[src/rtl/tgd_pkg.sv]
`timescale 1ns / 1ps
// ----------------------------------------------------------------------------
// tgd_pkg: shared types, constants and microcode for the group deframer
// Holds the group store geometry, result status codes, register indexes,
// the control word layout and the microprogram that drives the datapath.
// ----------------------------------------------------------------------------
package tgd_pkg;

	localparam int GROUP_BYTES = 32;
	localparam int IDX_W       = $clog2(GROUP_BYTES);
	localparam logic [IDX_W-1:0] FILL_MAX = IDX_W'(GROUP_BYTES - 1);

	localparam int BYTE_W   = 8;
	localparam int STATUS_W = 2;
	localparam int CFG_IDX_W = 8;
	localparam int SUM_W    = 6;

	localparam logic [BYTE_W-1:0] SUM_BIAS  = 8'h20;
	localparam logic [BYTE_W-1:0] RST_START = 8'h0A;
	localparam logic [BYTE_W-1:0] RST_END   = 8'h0D;

	// result status codes
	localparam logic [STATUS_W-1:0] ST_PAYLOAD = 2'd0;
	localparam logic [STATUS_W-1:0] ST_EMPTY   = 2'd1;
	localparam logic [STATUS_W-1:0] ST_BADSUM  = 2'd2;

	// configuration register indexes
	localparam logic [CFG_IDX_W-1:0] REG_START = 8'd0;
	localparam logic [CFG_IDX_W-1:0] REG_END   = 8'd1;

	// sequencer steps
	localparam int STEP_W = 4;
	localparam logic [STEP_W-1:0] S_IDLE     = 4'd0;
	localparam logic [STEP_W-1:0] S_LEN      = 4'd1;
	localparam logic [STEP_W-1:0] S_SUM_RD   = 4'd2;
	localparam logic [STEP_W-1:0] S_SUM_ACC  = 4'd3;
	localparam logic [STEP_W-1:0] S_CHK_RD   = 4'd4;
	localparam logic [STEP_W-1:0] S_CHK      = 4'd5;
	localparam logic [STEP_W-1:0] S_EMIT_BAD = 4'd6;
	localparam logic [STEP_W-1:0] S_EMPTY    = 4'd7;
	localparam logic [STEP_W-1:0] S_EMIT_EMP = 4'd8;
	localparam logic [STEP_W-1:0] S_PAY_RD   = 4'd9;
	localparam logic [STEP_W-1:0] S_PAY_LD   = 4'd10;

	// jump conditions
	localparam int COND_W = 3;
	localparam logic [COND_W-1:0] C_ALWAYS   = 3'd0;
	localparam logic [COND_W-1:0] C_CLOSE    = 3'd1;
	localparam logic [COND_W-1:0] C_SHORT    = 3'd2;
	localparam logic [COND_W-1:0] C_PTR_END  = 3'd3;
	localparam logic [COND_W-1:0] C_BAD      = 3'd4;
	localparam logic [COND_W-1:0] C_PLEN0    = 3'd5;
	localparam logic [COND_W-1:0] C_PAY_LAST = 3'd6;

	typedef struct packed {
		logic                in_rdy;
		logic                rd_en;
		logic                rd_last;
		logic                acc_clr;
		logic                acc_add;
		logic                ptr_clr;
		logic                ptr_inc;
		logic                out_load;
		logic [STATUS_W-1:0] out_st;
		logic [COND_W-1:0]   cond;
		logic [STEP_W-1:0]   jmp;
		logic [STEP_W-1:0]   nxt;
	} ctrl_word_t;

	typedef struct packed {
		logic close;
		logic short_grp;
		logic ptr_end;
		logic bad;
		logic plen0;
		logic pay_last;
		logic out_busy;
	} dp_status_t;

	// microprogram: cond true takes jmp, otherwise nxt
	function automatic ctrl_word_t ucode(input logic [STEP_W-1:0] step);
		ctrl_word_t cw;
		cw        = '0;
		cw.out_st = ST_PAYLOAD;
		cw.cond   = C_ALWAYS;
		cw.jmp    = S_IDLE;
		cw.nxt    = S_IDLE;
		case (step)
			S_IDLE: begin
				cw.in_rdy = 1'b1;
				cw.cond   = C_CLOSE;
				cw.jmp    = S_LEN;
				cw.nxt    = S_IDLE;
			end
			S_LEN: begin
				cw.ptr_clr = 1'b1;
				cw.acc_clr = 1'b1;
				cw.cond    = C_SHORT;
				cw.jmp     = S_IDLE;
				cw.nxt     = S_SUM_RD;
			end
			S_SUM_RD: begin
				cw.rd_en = 1'b1;
				cw.cond  = C_PTR_END;
				cw.jmp   = S_CHK_RD;
				cw.nxt   = S_SUM_ACC;
			end
			S_SUM_ACC: begin
				cw.acc_add = 1'b1;
				cw.ptr_inc = 1'b1;
				cw.jmp     = S_SUM_RD;
			end
			S_CHK_RD: begin
				cw.rd_en   = 1'b1;
				cw.rd_last = 1'b1;
				cw.ptr_clr = 1'b1;
				cw.jmp     = S_CHK;
			end
			S_CHK: begin
				cw.cond = C_BAD;
				cw.jmp  = S_EMIT_BAD;
				cw.nxt  = S_EMPTY;
			end
			S_EMIT_BAD: begin
				cw.out_load = 1'b1;
				cw.out_st   = ST_BADSUM;
				cw.jmp      = S_IDLE;
			end
			S_EMPTY: begin
				cw.cond = C_PLEN0;
				cw.jmp  = S_EMIT_EMP;
				cw.nxt  = S_PAY_RD;
			end
			S_EMIT_EMP: begin
				cw.out_load = 1'b1;
				cw.out_st   = ST_EMPTY;
				cw.jmp      = S_IDLE;
			end
			S_PAY_RD: begin
				cw.rd_en = 1'b1;
				cw.jmp   = S_PAY_LD;
			end
			S_PAY_LD: begin
				cw.out_load = 1'b1;
				cw.out_st   = ST_PAYLOAD;
				cw.ptr_inc  = 1'b1;
				cw.cond     = C_PAY_LAST;
				cw.jmp      = S_IDLE;
				cw.nxt      = S_PAY_RD;
			end
			default: begin
				cw.jmp = S_IDLE;
			end
		endcase
		return cw;
	endfunction

endpackage

[src/rtl/tgd_if.sv]
`timescale 1ns / 1ps
// ----------------------------------------------------------------------------
// tgd_if: channel interfaces of the group deframer
// Received byte channel, result channel and configuration write channel.
// ----------------------------------------------------------------------------
interface tgd_rx_if;
	logic                       valid;
	logic                       ready;
	logic [tgd_pkg::BYTE_W-1:0] rx_byte;

	modport source (output valid, output rx_byte, input ready);
	modport sink (input valid, input rx_byte, output ready);
endinterface

interface tgd_res_if;
	logic                         valid;
	logic                         ready;
	logic [tgd_pkg::BYTE_W-1:0]   out_byte;
	logic [tgd_pkg::STATUS_W-1:0] status;
	logic                         last;

	modport source (output valid, output out_byte, output status, output last, input ready);
	modport sink (input valid, input out_byte, input status, input last, output ready);
endinterface

interface tgd_cfg_if;
	logic                          valid;
	logic                          ready;
	logic [tgd_pkg::CFG_IDX_W-1:0] index;
	logic [tgd_pkg::BYTE_W-1:0]    data;

	modport source (output valid, output index, output data, input ready);
	modport sink (input valid, input index, input data, output ready);
endinterface

[src/rtl/tgd_seq.sv]
`timescale 1ns / 1ps
// ----------------------------------------------------------------------------
// tgd_seq: microcode sequencer
// Step counter, control word lookup and conditional jumps; holds the step
// while a result load waits for the output register.
// ----------------------------------------------------------------------------
module tgd_seq (
	input  logic                         clk,
	input  logic                         arst_n,
	input  tgd_pkg::dp_status_t          stat,
	output tgd_pkg::ctrl_word_t          cw,
	output logic [tgd_pkg::STEP_W-1:0]   step
);

	logic [tgd_pkg::STEP_W-1:0] step_q;
	logic [tgd_pkg::STEP_W-1:0] step_nx;
	tgd_pkg::ctrl_word_t        cw_raw;
	logic                       stall;
	logic                       take;

	assign cw_raw = tgd_pkg::ucode(step_q);
	assign stall  = cw_raw.out_load & stat.out_busy;
	assign cw     = stall ? '0 : cw_raw;
	assign step   = step_q;

	always_comb begin
		case (cw_raw.cond)
			tgd_pkg::C_ALWAYS:   take = 1'b1;
			tgd_pkg::C_CLOSE:    take = stat.close;
			tgd_pkg::C_SHORT:    take = stat.short_grp;
			tgd_pkg::C_PTR_END:  take = stat.ptr_end;
			tgd_pkg::C_BAD:      take = stat.bad;
			tgd_pkg::C_PLEN0:    take = stat.plen0;
			tgd_pkg::C_PAY_LAST: take = stat.pay_last;
			default:             take = 1'b1;
		endcase
	end

	always_comb begin
		if (stall) begin
			step_nx = step_q;
		end else if (take) begin
			step_nx = cw_raw.jmp;
		end else begin
			step_nx = cw_raw.nxt;
		end
	end

	always_ff @(posedge clk or negedge arst_n) begin
		if (!arst_n) begin
			step_q <= tgd_pkg::S_IDLE;
		end else begin
			step_q <= step_nx;
		end
	end

endmodule

[src/rtl/tgd_datapath.sv]
`timescale 1ns / 1ps
// ----------------------------------------------------------------------------
// tgd_datapath: group store, checksum accumulator and result register
// Captures bytes, keeps the configuration registers and carries out the
// actions named by the control word.
// ----------------------------------------------------------------------------
module tgd_datapath (
	input  logic                clk,
	input  logic                arst_n,
	tgd_rx_if.sink              rx,
	tgd_res_if.source           res,
	tgd_cfg_if.sink             cfg,
	input  tgd_pkg::ctrl_word_t cw,
	output tgd_pkg::dp_status_t stat
);

	logic [tgd_pkg::BYTE_W-1:0]   start_q;
	logic [tgd_pkg::BYTE_W-1:0]   end_q;
	logic                         receiving_q;
	logic [tgd_pkg::IDX_W-1:0]    fill_q;
	logic [tgd_pkg::IDX_W-1:0]    ptr_q;
	logic [tgd_pkg::SUM_W-1:0]    acc_q;
	logic [tgd_pkg::BYTE_W-1:0]   rdata_q;
	logic [tgd_pkg::BYTE_W-1:0]   mem_q [tgd_pkg::GROUP_BYTES];
	logic                         ovalid_q;
	logic [tgd_pkg::BYTE_W-1:0]   obyte_q;
	logic [tgd_pkg::STATUS_W-1:0] ostatus_q;
	logic                         olast_q;

	logic                         rx_acc;
	logic                         is_end;
	logic                         store_en;
	logic [tgd_pkg::IDX_W-1:0]    plen;
	logic [tgd_pkg::IDX_W-1:0]    rd_addr;
	logic [tgd_pkg::BYTE_W-1:0]   check;

	assign rx.ready  = cw.in_rdy;
	assign cfg.ready = 1'b1;
	assign rx_acc    = rx.valid & rx.ready;
	assign is_end    = (rx.rx_byte == end_q);
	assign store_en  = rx_acc & receiving_q & ~is_end & (fill_q < tgd_pkg::FILL_MAX);

	assign plen    = fill_q - tgd_pkg::IDX_W'(2);
	assign rd_addr = cw.rd_last ? (fill_q - tgd_pkg::IDX_W'(1)) : ptr_q;
	assign check   = {2'b00, acc_q} + tgd_pkg::SUM_BIAS;

	assign stat.close     = rx_acc & receiving_q & is_end;
	assign stat.short_grp = (fill_q < tgd_pkg::IDX_W'(2));
	assign stat.ptr_end   = (ptr_q == plen);
	assign stat.bad       = (rdata_q != check);
	assign stat.plen0     = (plen == '0);
	assign stat.pay_last  = ((ptr_q + tgd_pkg::IDX_W'(1)) == plen);
	assign stat.out_busy  = ovalid_q & ~res.ready;

	assign res.valid    = ovalid_q;
	assign res.out_byte = obyte_q;
	assign res.status   = ostatus_q;
	assign res.last     = olast_q;

	always_ff @(posedge clk or negedge arst_n) begin
		if (!arst_n) begin
			start_q <= tgd_pkg::RST_START;
			end_q   <= tgd_pkg::RST_END;
		end else if (cfg.valid && cfg.ready) begin
			case (cfg.index)
				tgd_pkg::REG_START: start_q <= cfg.data;
				tgd_pkg::REG_END:   end_q   <= cfg.data;
				default: ;
			endcase
		end
	end

	// group framing and fill count
	always_ff @(posedge clk or negedge arst_n) begin
		if (!arst_n) begin
			receiving_q <= 1'b0;
			fill_q      <= '0;
		end else if (rx_acc) begin
			if (!receiving_q) begin
				if (rx.rx_byte == start_q) begin
					fill_q      <= '0;
					receiving_q <= 1'b1;
				end
			end else if (is_end) begin
				receiving_q <= 1'b0;
			end else if (fill_q < tgd_pkg::FILL_MAX) begin
				fill_q <= fill_q + tgd_pkg::IDX_W'(1);
			end else begin
				// overflow: drop the group
				fill_q      <= '0;
				receiving_q <= 1'b0;
			end
		end
	end

	always_ff @(posedge clk) begin
		if (store_en) begin
			mem_q[fill_q] <= rx.rx_byte;
		end
		if (cw.rd_en) begin
			rdata_q <= mem_q[rd_addr];
		end
	end

	always_ff @(posedge clk or negedge arst_n) begin
		if (!arst_n) begin
			ptr_q <= '0;
			acc_q <= '0;
		end else begin
			if (cw.ptr_clr) begin
				ptr_q <= '0;
			end else if (cw.ptr_inc) begin
				ptr_q <= ptr_q + tgd_pkg::IDX_W'(1);
			end
			if (cw.acc_clr) begin
				acc_q <= '0;
			end else if (cw.acc_add) begin
				acc_q <= acc_q + rdata_q[tgd_pkg::SUM_W-1:0];
			end
		end
	end

	always_ff @(posedge clk or negedge arst_n) begin
		if (!arst_n) begin
			ovalid_q <= 1'b0;
		end else if (cw.out_load) begin
			ovalid_q <= 1'b1;
		end else if (res.ready) begin
			ovalid_q <= 1'b0;
		end
	end

	always_ff @(posedge clk) begin
		if (cw.out_load) begin
			obyte_q   <= (cw.out_st == tgd_pkg::ST_PAYLOAD) ? rdata_q : '0;
			ostatus_q <= cw.out_st;
			olast_q   <= (cw.out_st != tgd_pkg::ST_PAYLOAD) | stat.pay_last;
		end
	end

endmodule

[src/rtl/teleinfo_group_deframer.sv]
`timescale 1ns / 1ps
// ----------------------------------------------------------------------------
// teleinfo_group_deframer: meter link group deframer with checksum check
// Frames groups between start and end bytes, verifies the six-bit checksum
// and releases the payload bytes or a single status result.
// ----------------------------------------------------------------------------
//
//  channel | dir | payload                     | transaction when
//  --------+-----+-----------------------------+---------------------------
//  rx      | in  | rx_byte[7:0]                | rx.valid & rx.ready
//  res     | out | out_byte[7:0] status[1:0]   | res.valid & res.ready
//          |     | last                        |
//  cfg     | in  | index[7:0] data[7:0]        | cfg.valid & cfg.ready
//
// Sequence: a byte that does not close a group leaves rx.ready high. A
// closing byte with fewer than two bytes held drops rx.ready for the S_LEN
// step only. With n bytes held (payload p = n - 2) the checksum walk reads
// and adds the first p bytes, then reads and compares the checksum byte, and
// emits a bad-checksum or empty-payload status or releases the p payload
// bytes. The group store has a single read port; each read is its own step.
// Reset: arst_n clears framing, sequencer and output valid; registers return
// to line feed / carriage return. Stalls: a held result in the output
// register freezes the sequencer only at its next load step.
//
module teleinfo_group_deframer (
	input logic       clk,
	input logic       arst_n,
	tgd_rx_if.sink    rx,
	tgd_res_if.source res,
	tgd_cfg_if.sink   cfg
);

	tgd_pkg::ctrl_word_t        cw;
	tgd_pkg::dp_status_t        stat;
	logic [tgd_pkg::STEP_W-1:0] step;

	// step counter and microprogram
	tgd_seq u_seq (
		.clk    (clk),
		.arst_n (arst_n),
		.stat   (stat),
		.cw     (cw),
		.step   (step)
	);

	// store, accumulator and output register
	tgd_datapath u_dp (
		.clk    (clk),
		.arst_n (arst_n),
		.rx     (rx),
		.res    (res),
		.cfg    (cfg),
		.cw     (cw),
		.stat   (stat)
	);

	// never overwrite a result that has not been taken
	a_no_overwrite: assert property (@(posedge clk) disable iff (!arst_n)
		cw.out_load |-> (!res.valid || res.ready))
		else $error("result register overwritten while held");

	// a closing byte always starts the close program
	a_close_jumps: assert property (@(posedge clk) disable iff (!arst_n)
		stat.close |=> (step == tgd_pkg::S_LEN))
		else $error("close transaction did not start checksum program");

	// hold off input while the close program runs
	a_no_rx_busy: assert property (@(posedge clk) disable iff (!arst_n)
		(step != tgd_pkg::S_IDLE) |-> !rx.ready)
		else $error("input accepted outside idle step");

	// status-only results always close the run
	a_status_last: assert property (@(posedge clk) disable iff (!arst_n)
		(res.valid && (res.status != tgd_pkg::ST_PAYLOAD)) |-> res.last)
		else $error("status result without last");

endmodule
[src/flat_wrapper.sv]
// flat-port wrapper written by rule: the top's interface ports become plain ports
module teleinfo_group_deframer_flat 
  (clk, arst_n, rx_valid, rx_rx_byte, rx_ready, res_valid, res_out_byte, res_status, res_last, res_ready, cfg_valid, cfg_index, cfg_data, cfg_ready);
  tgd_rx_if rx_i ();
  tgd_res_if res_i ();
  tgd_cfg_if cfg_i ();
  input logic clk;
  input logic arst_n;
  input wire logic [$bits(rx_i.valid)-1:0] rx_valid;
  input wire logic [$bits(rx_i.rx_byte)-1:0] rx_rx_byte;
  output wire logic [$bits(rx_i.ready)-1:0] rx_ready;
  output wire logic [$bits(res_i.valid)-1:0] res_valid;
  output wire logic [$bits(res_i.out_byte)-1:0] res_out_byte;
  output wire logic [$bits(res_i.status)-1:0] res_status;
  output wire logic [$bits(res_i.last)-1:0] res_last;
  input wire logic [$bits(res_i.ready)-1:0] res_ready;
  input wire logic [$bits(cfg_i.valid)-1:0] cfg_valid;
  input wire logic [$bits(cfg_i.index)-1:0] cfg_index;
  input wire logic [$bits(cfg_i.data)-1:0] cfg_data;
  output wire logic [$bits(cfg_i.ready)-1:0] cfg_ready;
  assign rx_i.valid = rx_valid;
  assign rx_i.rx_byte = rx_rx_byte;
  assign rx_ready = rx_i.ready;
  assign res_valid = res_i.valid;
  assign res_out_byte = res_i.out_byte;
  assign res_status = res_i.status;
  assign res_last = res_i.last;
  assign res_i.ready = res_ready;
  assign cfg_i.valid = cfg_valid;
  assign cfg_i.index = cfg_index;
  assign cfg_i.data = cfg_data;
  assign cfg_ready = cfg_i.ready;
  teleinfo_group_deframer u_core (.clk(clk), .arst_n(arst_n), .rx(rx_i), .res(res_i), .cfg(cfg_i));
endmodule
[config.mk]
export PLATFORM = sky130hd
export DESIGN_NAME = teleinfo_group_deframer_flat
export DESIGN_NICKNAME = d
export VERILOG_FILES = /design/src/rtl/tgd_pkg.sv /design/src/rtl/tgd_if.sv /design/src/rtl/tgd_seq.sv /design/src/rtl/tgd_datapath.sv /design/src/rtl/teleinfo_group_deframer.sv /design/src/flat_wrapper.sv
export SDC_FILE = /design/constraint.sdc
export NUM_CORES = 1
export LEC_CHECK = 0
export BUFFER_PORTS_ARGS = -buffer_cell sky130_fd_sc_hd__clkbuf_2
export CORE_UTILIZATION = 50
export CTS_CLUSTER_SIZE = 10
export DETAILED_ROUTE_END_ITERATION = 8
export PLACE_DENSITY = 0.75
export SYNTH_ARGS = -nofsm -noshare
export SYNTH_HDL_FRONTEND = slang
export SYNTH_SLANG_ARGS = --single-unit
[constraint.sdc]
create_clock -name clk -period 2.83 [get_ports clk]
set_clock_uncertainty 0.2 [all_clocks]
set_input_delay 0.4245 -clock clk [delete_from_list [all_inputs] [get_ports clk]]
set_output_delay 0.4245 -clock clk [all_outputs]
set_load 0.005 [all_outputs]
==> results.sh, run 1 <==
export IMPL_grt_pass1_vias=7746
export IMPL_fin_total_pwr_mw=13.85
export IMPL_die_w_um=165.1
export IMPL_synth_top_cell_area_share_pct=62.10
export IMPL_synth_ff_type="edfxtp_1"
export IMPL_pwr_share_clk_pct=29.7
export IMPL_synth_compound_area_share_pct=3.406
export IMPL_comb_power_share_pct=30.7
export IMPL_post_drt_via_cell_ratio=5.807
export IMPL_synth_edf_count=275
export IMPL_drcViolationCount=0
export IMPL_vias=7328
export IMPL_power_density_nw_per_um2=868.1
export IMPL_p_int_mw=9.889
export IMPL_finalCritPeriodShare_pct=101.3
export IMPL_hp_class="in2reg"
export IMPL_nNetsFinal=957
export IMPL_path_buf_inv=2
export IMPL_setup_viol=8
export IMPL_nFillCells=1845
export IMPL_place_area_sq_um=14550
export IMPL_overflow=0
export IMPL_cts_sinks=313
export IMPL_die_height_um=165.1
export IMPL_yosys_area_top_type="edfxtp_1"
export IMPL_async_flop_share_pct=12.14
export IMPL_synth_warnings=0
export IMPL_globalplace_congestion=0.8741
export IMPL_violations="negative setup slack"
export IMPL_synth_distinct_cells=62
export IMPL_switching_share_pct=28.58
export IMPL_tightestPinTransition_ns=1.187
export IMPL_core_area_sq_um=26060
export IMPL_final_area_sq_um=15950
export IMPL_required_ns=2.83
export IMPL_dieArea_sq_um=27250
export IMPL_avgSynthCellArea_sq_um=17.66
export IMPL_start_util_pct=51.03
export IMPL_cp_end_kind="flop"
export IMPL_critPathMaxFanout=22
export IMPL_grt_pass1_wl_um=44870
export IMPL_path_cells="nor4b_4 > nand2_1 > o21ai_4 > buf_12 > buf_16 > mux4_2 > mux2i_1 > a221oi_1"
export IMPL_synth_xor_area_share_pct=2.635
export IMPL_antenna_left=0
export IMPL_syn2layout_area_growth_pct=19.95
export IMPL_wl_met3_um=1724
export IMPL_max_cap_viol_count=0
export IMPL_cts_buffer_depth=3
export IMPL_met2_length_um=14440
export IMPL_layout_setup_ws_ns=-0.03675
export IMPL_ir_drop_v=0.0007658
export IMPL_top_layer_used="met4"
export IMPL_pin_count=43
export IMPL_yosysSeqAreaShare_pct=69.30
export IMPL_clock_fmax_mhz=348.8
export IMPL_io_buffers=41
export IMPL_power_switching_mw=3.958
export IMPL_drt_initial_drc_count=606
export IMPL_antenna_found_initial=0
export IMPL_ys_seq_elements=313
export IMPL_grt_setup_unrepaired="yes"
export IMPL_slew_headroom_pct=20.20
export IMPL_synth_cells=753
export IMPL_track_usage_pct=22.64
export IMPL_outcome="finished with violations"
export IMPL_start_kind="flop"
export IMPL_root_buffer="clkbuf_16"
export IMPL_drive_gt1_share_pct=31.72
export IMPL_cts_tree="built"
export IMPL_synthAdderAreaFrac_pct=1.468
export IMPL_p_leak_nw=5.764
export IMPL_arrival_ns=2.87
export IMPL_criticalPathCategory="reg2reg"
export IMPL_synthTopCellsByArea="edfxtp_1 (62%), mux4_2 (11%), dfrtp_1 (6.2%)"
export IMPL_drt_wl_total_um=29000
export IMPL_syn_area_sq_um=13300
export IMPL_worstSkewPairLatency_ns=0.51
export IMPL_clk_pin_slew_ns=0.06
export IMPL_wl_met1_um=12000
export IMPL_muxShareOfSynthArea_pct=14.84
export IMPL_dpl_hpwl_um=18770
export IMPL_grt_max_degree=39
export IMPL_syn_nets=797
export IMPL_slowest_stage="mux4_2"
export IMPL_crit_path_max_incr_delay_ns=0.53
export IMPL_first_pass_iters=5
export IMPL_final_core_util_pct=61.21
export IMPL_htree_levels=2
export IMPL_layout_min_cycle_time_ns=2.867
export IMPL_finalHoldViolCount=0
export IMPL_cp_top_family="multiplexers"
export IMPL_synth_simple_area_share_pct=6.417
export IMPL_synth_top_family_by_area="multiplexers"
export IMPL_row_count=59
export IMPL_diodes=0
export IMPL_slew_viol_final=0
export IMPL_seqPwrFrac_pct=39.6
export IMPL_cts_made_buffers=37
export IMPL_wire_per_inst_um=22.98
-- power groups by stage --
stage	Clock (mW)	Sequential, mW	Combinational, mW
after CTS	4.19	5.47	4.00
after detailed placement	0	5.55	3.76
after floorplan	0	5.49	2.59
after global routing	4.37	5.50	4.57
after global placement	0	5.55	3.69
final	4.11	5.49	4.25
-- layer usage --
metal  global-route usage (%)  vias up
met2                    37.26      237
li1                         -     3286
met4                    8.799        0
met5                        0        -
met1                    29.44     3757
met3                    4.970       48
-- logic make-up after synthesis --
kind of cell,count (synthesis)
compound gates,62
xor+xnor,40
fa+ha+maj,15
buf+inv,42
flops,313
mux,115
other cells,1
simple gates,165
-- timing repair --
action	CTS	global route
hold endpoints to repair	49	0
cloned	1	1
hold buffers	9	0
pin swaps	0	7
buffers inserted	3	3
resized for setup	13	24
setup endpoints to repair	15	105
-- cell usage after synthesis, drive strengths merged, types with 10 or more instances --
cell type and number:
a22o 10, buf 23, clkbuf 10, dfrtp 33, edfxtp 275, ha 14
mux2 17, mux2i 34, mux4 64, nand2 36, nand3 12, nor2 54
nor2b 15, o21ai 16, xnor2 26, xor2 14
-- final cells by class --
cell class	instances	area, sq um	area share, %
clock buffers	50	996.0	6.244
clock inverters	3	23.77	0.1490
inverters	9	33.78	0.2118
multi-input cells	398	4023	25.22
flip-flops and latches	313	9215	57.77
well taps	335	419.2	2.628
repair buffers	154	1240	7.774
-- state kept, by name, indices dropped and copies added, names as in the netlist --
register	count
u_core.u_dp.rdata_q	8
u_core.u_dp.res.last	1
u_core.u_dp.res.status	2
u_core.u_dp.start_q	8
u_core.u_dp.fill_q	5
u_core.u_seq.step	4
u_core.u_dp.end_q	8
u_core.u_dp.ptr_q	5
u_core.u_dp.res.valid	1
u_core.u_dp.res.out_byte	8
u_core.u_dp.receiving_q	1
u_core.u_dp.mem_q	256
u_core.u_dp.acc_q	6
-- through the flow --
step / hold slack (ns) / TNS [ns] / setup WS [ns] / instances
6_report: 0.03951 / -0.1811 / -0.03675 / 1262
4_1_cts: 0.02513 / -0.2348 / -0.06600 / 1259
5_1_grt: 0.06546 / -1.221 / -0.1620 / 1262
2_1_floorplan: -0.07109 / 0 / 0.009333 / 753
3_5_place_dp: 0.3020 / -0.3878 / -0.07681 / 1193
3_3_place_gp: 0.2814 / -0.2157 / -0.05526 / 1193
-- final timing paths --
path                                                       start  cells past startpoint                             endpoint  slack, ns
worst min-delay path                                    rx_valid                      3  u_core.u_dp.receiving_q$_DFFE_PN0P_       0.04
min in group asynchronous                                 arst_n                      3   u_core.u_dp.start_q[7]$_DFFE_PN0P_       0.31
worst max register to register  u_core.u_seq.step[0]$_DFFE_PN0P_                      8     u_core.u_dp.rdata_q[3]$_DFFE_PP_      -0.04
worst min register to register  u_core.u_dp.end_q[5]$_DFFE_PN0P_                      1     u_core.u_dp.end_q[5]$_DFFE_PN0P_       0.31
worst max-delay path            u_core.u_seq.step[0]$_DFFE_PN0P_                      8     u_core.u_dp.rdata_q[3]$_DFFE_PP_      -0.04
max in group asynchronous                                 arst_n                      3     u_core.u_dp.end_q[3]$_DFFE_PN1P_       1.74
-- cells in the final DEF, fill, tap and decap left out, types with 10 or more instances in the layout --
master     instances
a22o_1            10
buf_4             89
clkbuf_1          12
clkbuf_16         39
clkbuf_2          41
dfrtp_1           33
edfxtp_1         275
ha_1              12
mux2i_1           22
mux4_2            64
nand2_1           35
nand3_1           12
nor2_1            54
nor2b_1           14
xnor2_1           26
xor2_1            14
-- tightest hold or removal path, stage by stage --
cell      delay (ns)
clkbuf_2        0.09
nand2_1         0.08
a211o_1         0.12
Note: power is estimated with default switching activity, not from simulation.
==> run 2, diff against run 1 <==
--- a/config.mk
+++ b/config.mk
@@ -5,7 +5,9 @@
 export SDC_FILE = /design/constraint.sdc
 export NUM_CORES = 1
 export LEC_CHECK = 0
+export ABC_CLOCK_PERIOD_IN_PS = 2830
 export BUFFER_PORTS_ARGS = -buffer_cell sky130_fd_sc_hd__clkbuf_2
+export CORE_ASPECT_RATIO = 1.2
 export CORE_UTILIZATION = 50
 export CTS_CLUSTER_SIZE = 10
 export DETAILED_ROUTE_END_ITERATION = 8
==> results.sh, run 2 (synthesized netlist as in run 1, its figures left out) <==
export IMPL_place_area_sq_um=14500
export IMPL_required_ns=2.85
export IMPL_io_buffers=41
export IMPL_final_area_sq_um=15860
export IMPL_dp_cells=1190
export IMPL_cts_buffer_depth=3
export IMPL_outcome="finished with violations"
export IMPL_critPathMaxFanout=10
export IMPL_criticalPathCategory="reg2reg"
export IMPL_post_drt_via_cell_ratio=5.910
export IMPL_slew_headroom_pct=25.26
export IMPL_cts_tree="built"
export IMPL_ir_drop_v=0.0004221
export IMPL_fin_total_pwr_mw=13.72
export IMPL_htree_levels=2
export IMPL_clk_pin_slew_ns=0.06
export IMPL_largest_register="u_core.u_dp.mem_q"
export IMPL_root_buffer="clkbuf_16"
export IMPL_hp_class="in2reg"
export IMPL_cp_end_kind="flop"
export IMPL_finalHoldViolCount=0
export IMPL_antenna_found_initial=3
export IMPL_die_height_um=180.6
export IMPL_layout_cells_non_filler=1253
export IMPL_drcViolationCount=2
export IMPL_antenna_left=0
export IMPL_nFillCells=1865
export IMPL_worstSkewPairLatency_ns=0.52
export IMPL_path_buf_inv=1
export IMPL_layout_min_cycle_time_ns=2.944
export IMPL_track_usage_pct=22.63
export IMPL_tns_ns=-0.5505
export IMPL_globalplace_congestion=0.8471
export IMPL_core_area_sq_um=26190
export IMPL_slowest_stage="mux4_2"
export IMPL_grt_pass1_wl_um=44810
export IMPL_overflow=0
export IMPL_die_w_um=150.9
export IMPL_max_cap_viol_count=0
export IMPL_largest_register_ffs=256
export IMPL_vias=7405
export IMPL_cp_top_family="multiplexers"
export IMPL_start_util_pct=50.78
export IMPL_crit_path_max_incr_delay_ns=0.52
export IMPL_path_cells="nor4b_4 > nand2_2 > o21ai_4 > buf_12 > mux4_2 > mux2i_2 > a22o_1 > a221oi_1"
export IMPL_dieArea_sq_um=27250
export IMPL_arrival_ns=2.96
export IMPL_grt_pass1_vias=7635
export IMPL_layout_common_cells="edfxtp_1 (275), buf_4 (89), mux4_2 (64)"
export IMPL_cts_made_buffers=37
export IMPL_violations="design-rule violations, negative setup slack"
export IMPL_dpl_hpwl_um=18730
export IMPL_layout_setup_ws_ns=-0.1143
export IMPL_p_leak_nw=5.721
export IMPL_nNetsFinal=954
export IMPL_pin_count=43
export IMPL_setup_viol=8
export IMPL_wire_per_inst_um=23.54
export IMPL_tightestPinTransition_ns=1.109
export IMPL_grt_max_degree=39
export IMPL_clock_fmax_mhz=339.6
export IMPL_drt_initial_drc_count=461
export IMPL_first_pass_iters=7
export IMPL_final_common_cell="edfxtp_1"
export IMPL_syn2layout_area_growth_pct=19.28
export IMPL_power_density_nw_per_um2=865.1
export IMPL_cts_sinks=313
export IMPL_finalCritPeriodShare_pct=104.0
export IMPL_grt_setup_unrepaired="yes"
export IMPL_drive_gt1_share_pct=32.28
export IMPL_slew_viol_final=0
export IMPL_start_kind="flop"
export IMPL_row_count=65
export IMPL_drt_wl_total_um=29500
[run 2: layout make-up]
| class | instances | area (sq um) | share of cell area [%] |
|---|---|---|---|
| Inverter | 9 | 33.78 | 0.2130 |
| Timing Repair Buffer | 151 | 1184 | 7.462 |
| Clock inverter | 2 | 23.77 | 0.1499 |
| Sequential cell | 313 | 9215 | 58.10 |
| Clock buffer | 44 | 973.4 | 6.137 |
| Multi-Input combinational cell | 398 | 4010 | 25.28 |
| Antenna cell | 1 | 2.502 | 0.01578 |
| Tap cell | 335 | 419.2 | 2.643 |
[run 2: stage by stage]
stage,util (%),worst slack (ns),hold slack [ns]
3_5_place_dp,55.37,-0.1783,0.2881
2_1_floorplan,-,0.009333,-0.07109
3_3_place_gp,55.37,-0.1230,0.2775
5_1_grt,60.57,-0.1659,0.01113
4_1_cts,60.22,-0.08868,0.001794
6_report,60.57,-0.1143,0.005209
[run 2: worst paths after layout]
kind	from	endpoint	slack, ns	depth (start not counted)
max reg2reg	u_core.u_seq.step[3]$_DFFE_PN0P_	u_core.u_dp.rdata_q[1]$_DFFE_PP_	-0.11	8
min reg2reg	u_core.u_dp.end_q[4]$_DFFE_PN0P_	u_core.u_dp.end_q[4]$_DFFE_PN0P_	0.32	1
max	u_core.u_seq.step[3]$_DFFE_PN0P_	u_core.u_dp.rdata_q[1]$_DFFE_PP_	-0.11	8
min in group asynchronous	arst_n	u_core.u_dp.start_q[6]$_DFFE_PN0P_	0.43	2
min	rx_rx_byte[0]	u_core.u_dp.mem_q[26][0]$_DFFE_PP_	0.005	1
max in group asynchronous	arst_n	u_core.u_dp.acc_q[1]$_DFFE_PN0P_	1.36	2
[run 2: repair_timing]
action	in CTS	in global routing
pin swaps	5	10
endpoints found under the setup margin	11	43
hold buffers	9	0
hold endpoints to repair	49	0
cloned	3	0
setup buffers	4	2
resized for setup	14	23
[run 2: where the power goes]
group          switching (mW)  internal [mW]
Sequential              0.194           5.29
Clock                    1.65           2.39
Combinational            2.07           2.12
Total                    3.92           9.81
[run 2: layer usage]
| layer | GRT usage [%] | up-vias | part of all wire (%) |
|---|---|---|---|
| met4 | 10.20 | 0 | 4.1 |
| met5 | 0 | - | 0 |
| li1 | - | 3279 | - |
| met1 | 28.53 | 3787 | 39 |
| met3 | 3.291 | 77 | 4.4 |
| met2 | 38.46 | 262 | 52 |
[run 2: worst register-to-register path: stages (launching register included)]
cell and delay (ns):
dfrtp_1 0.40, nor4b_4 0.44, nand2_2 0.12, o21ai_4 0.20, buf_12 0.23, mux4_2 0.53, mux2i_2 0.21, a22o_1 0.25
a221oi_1 0.07
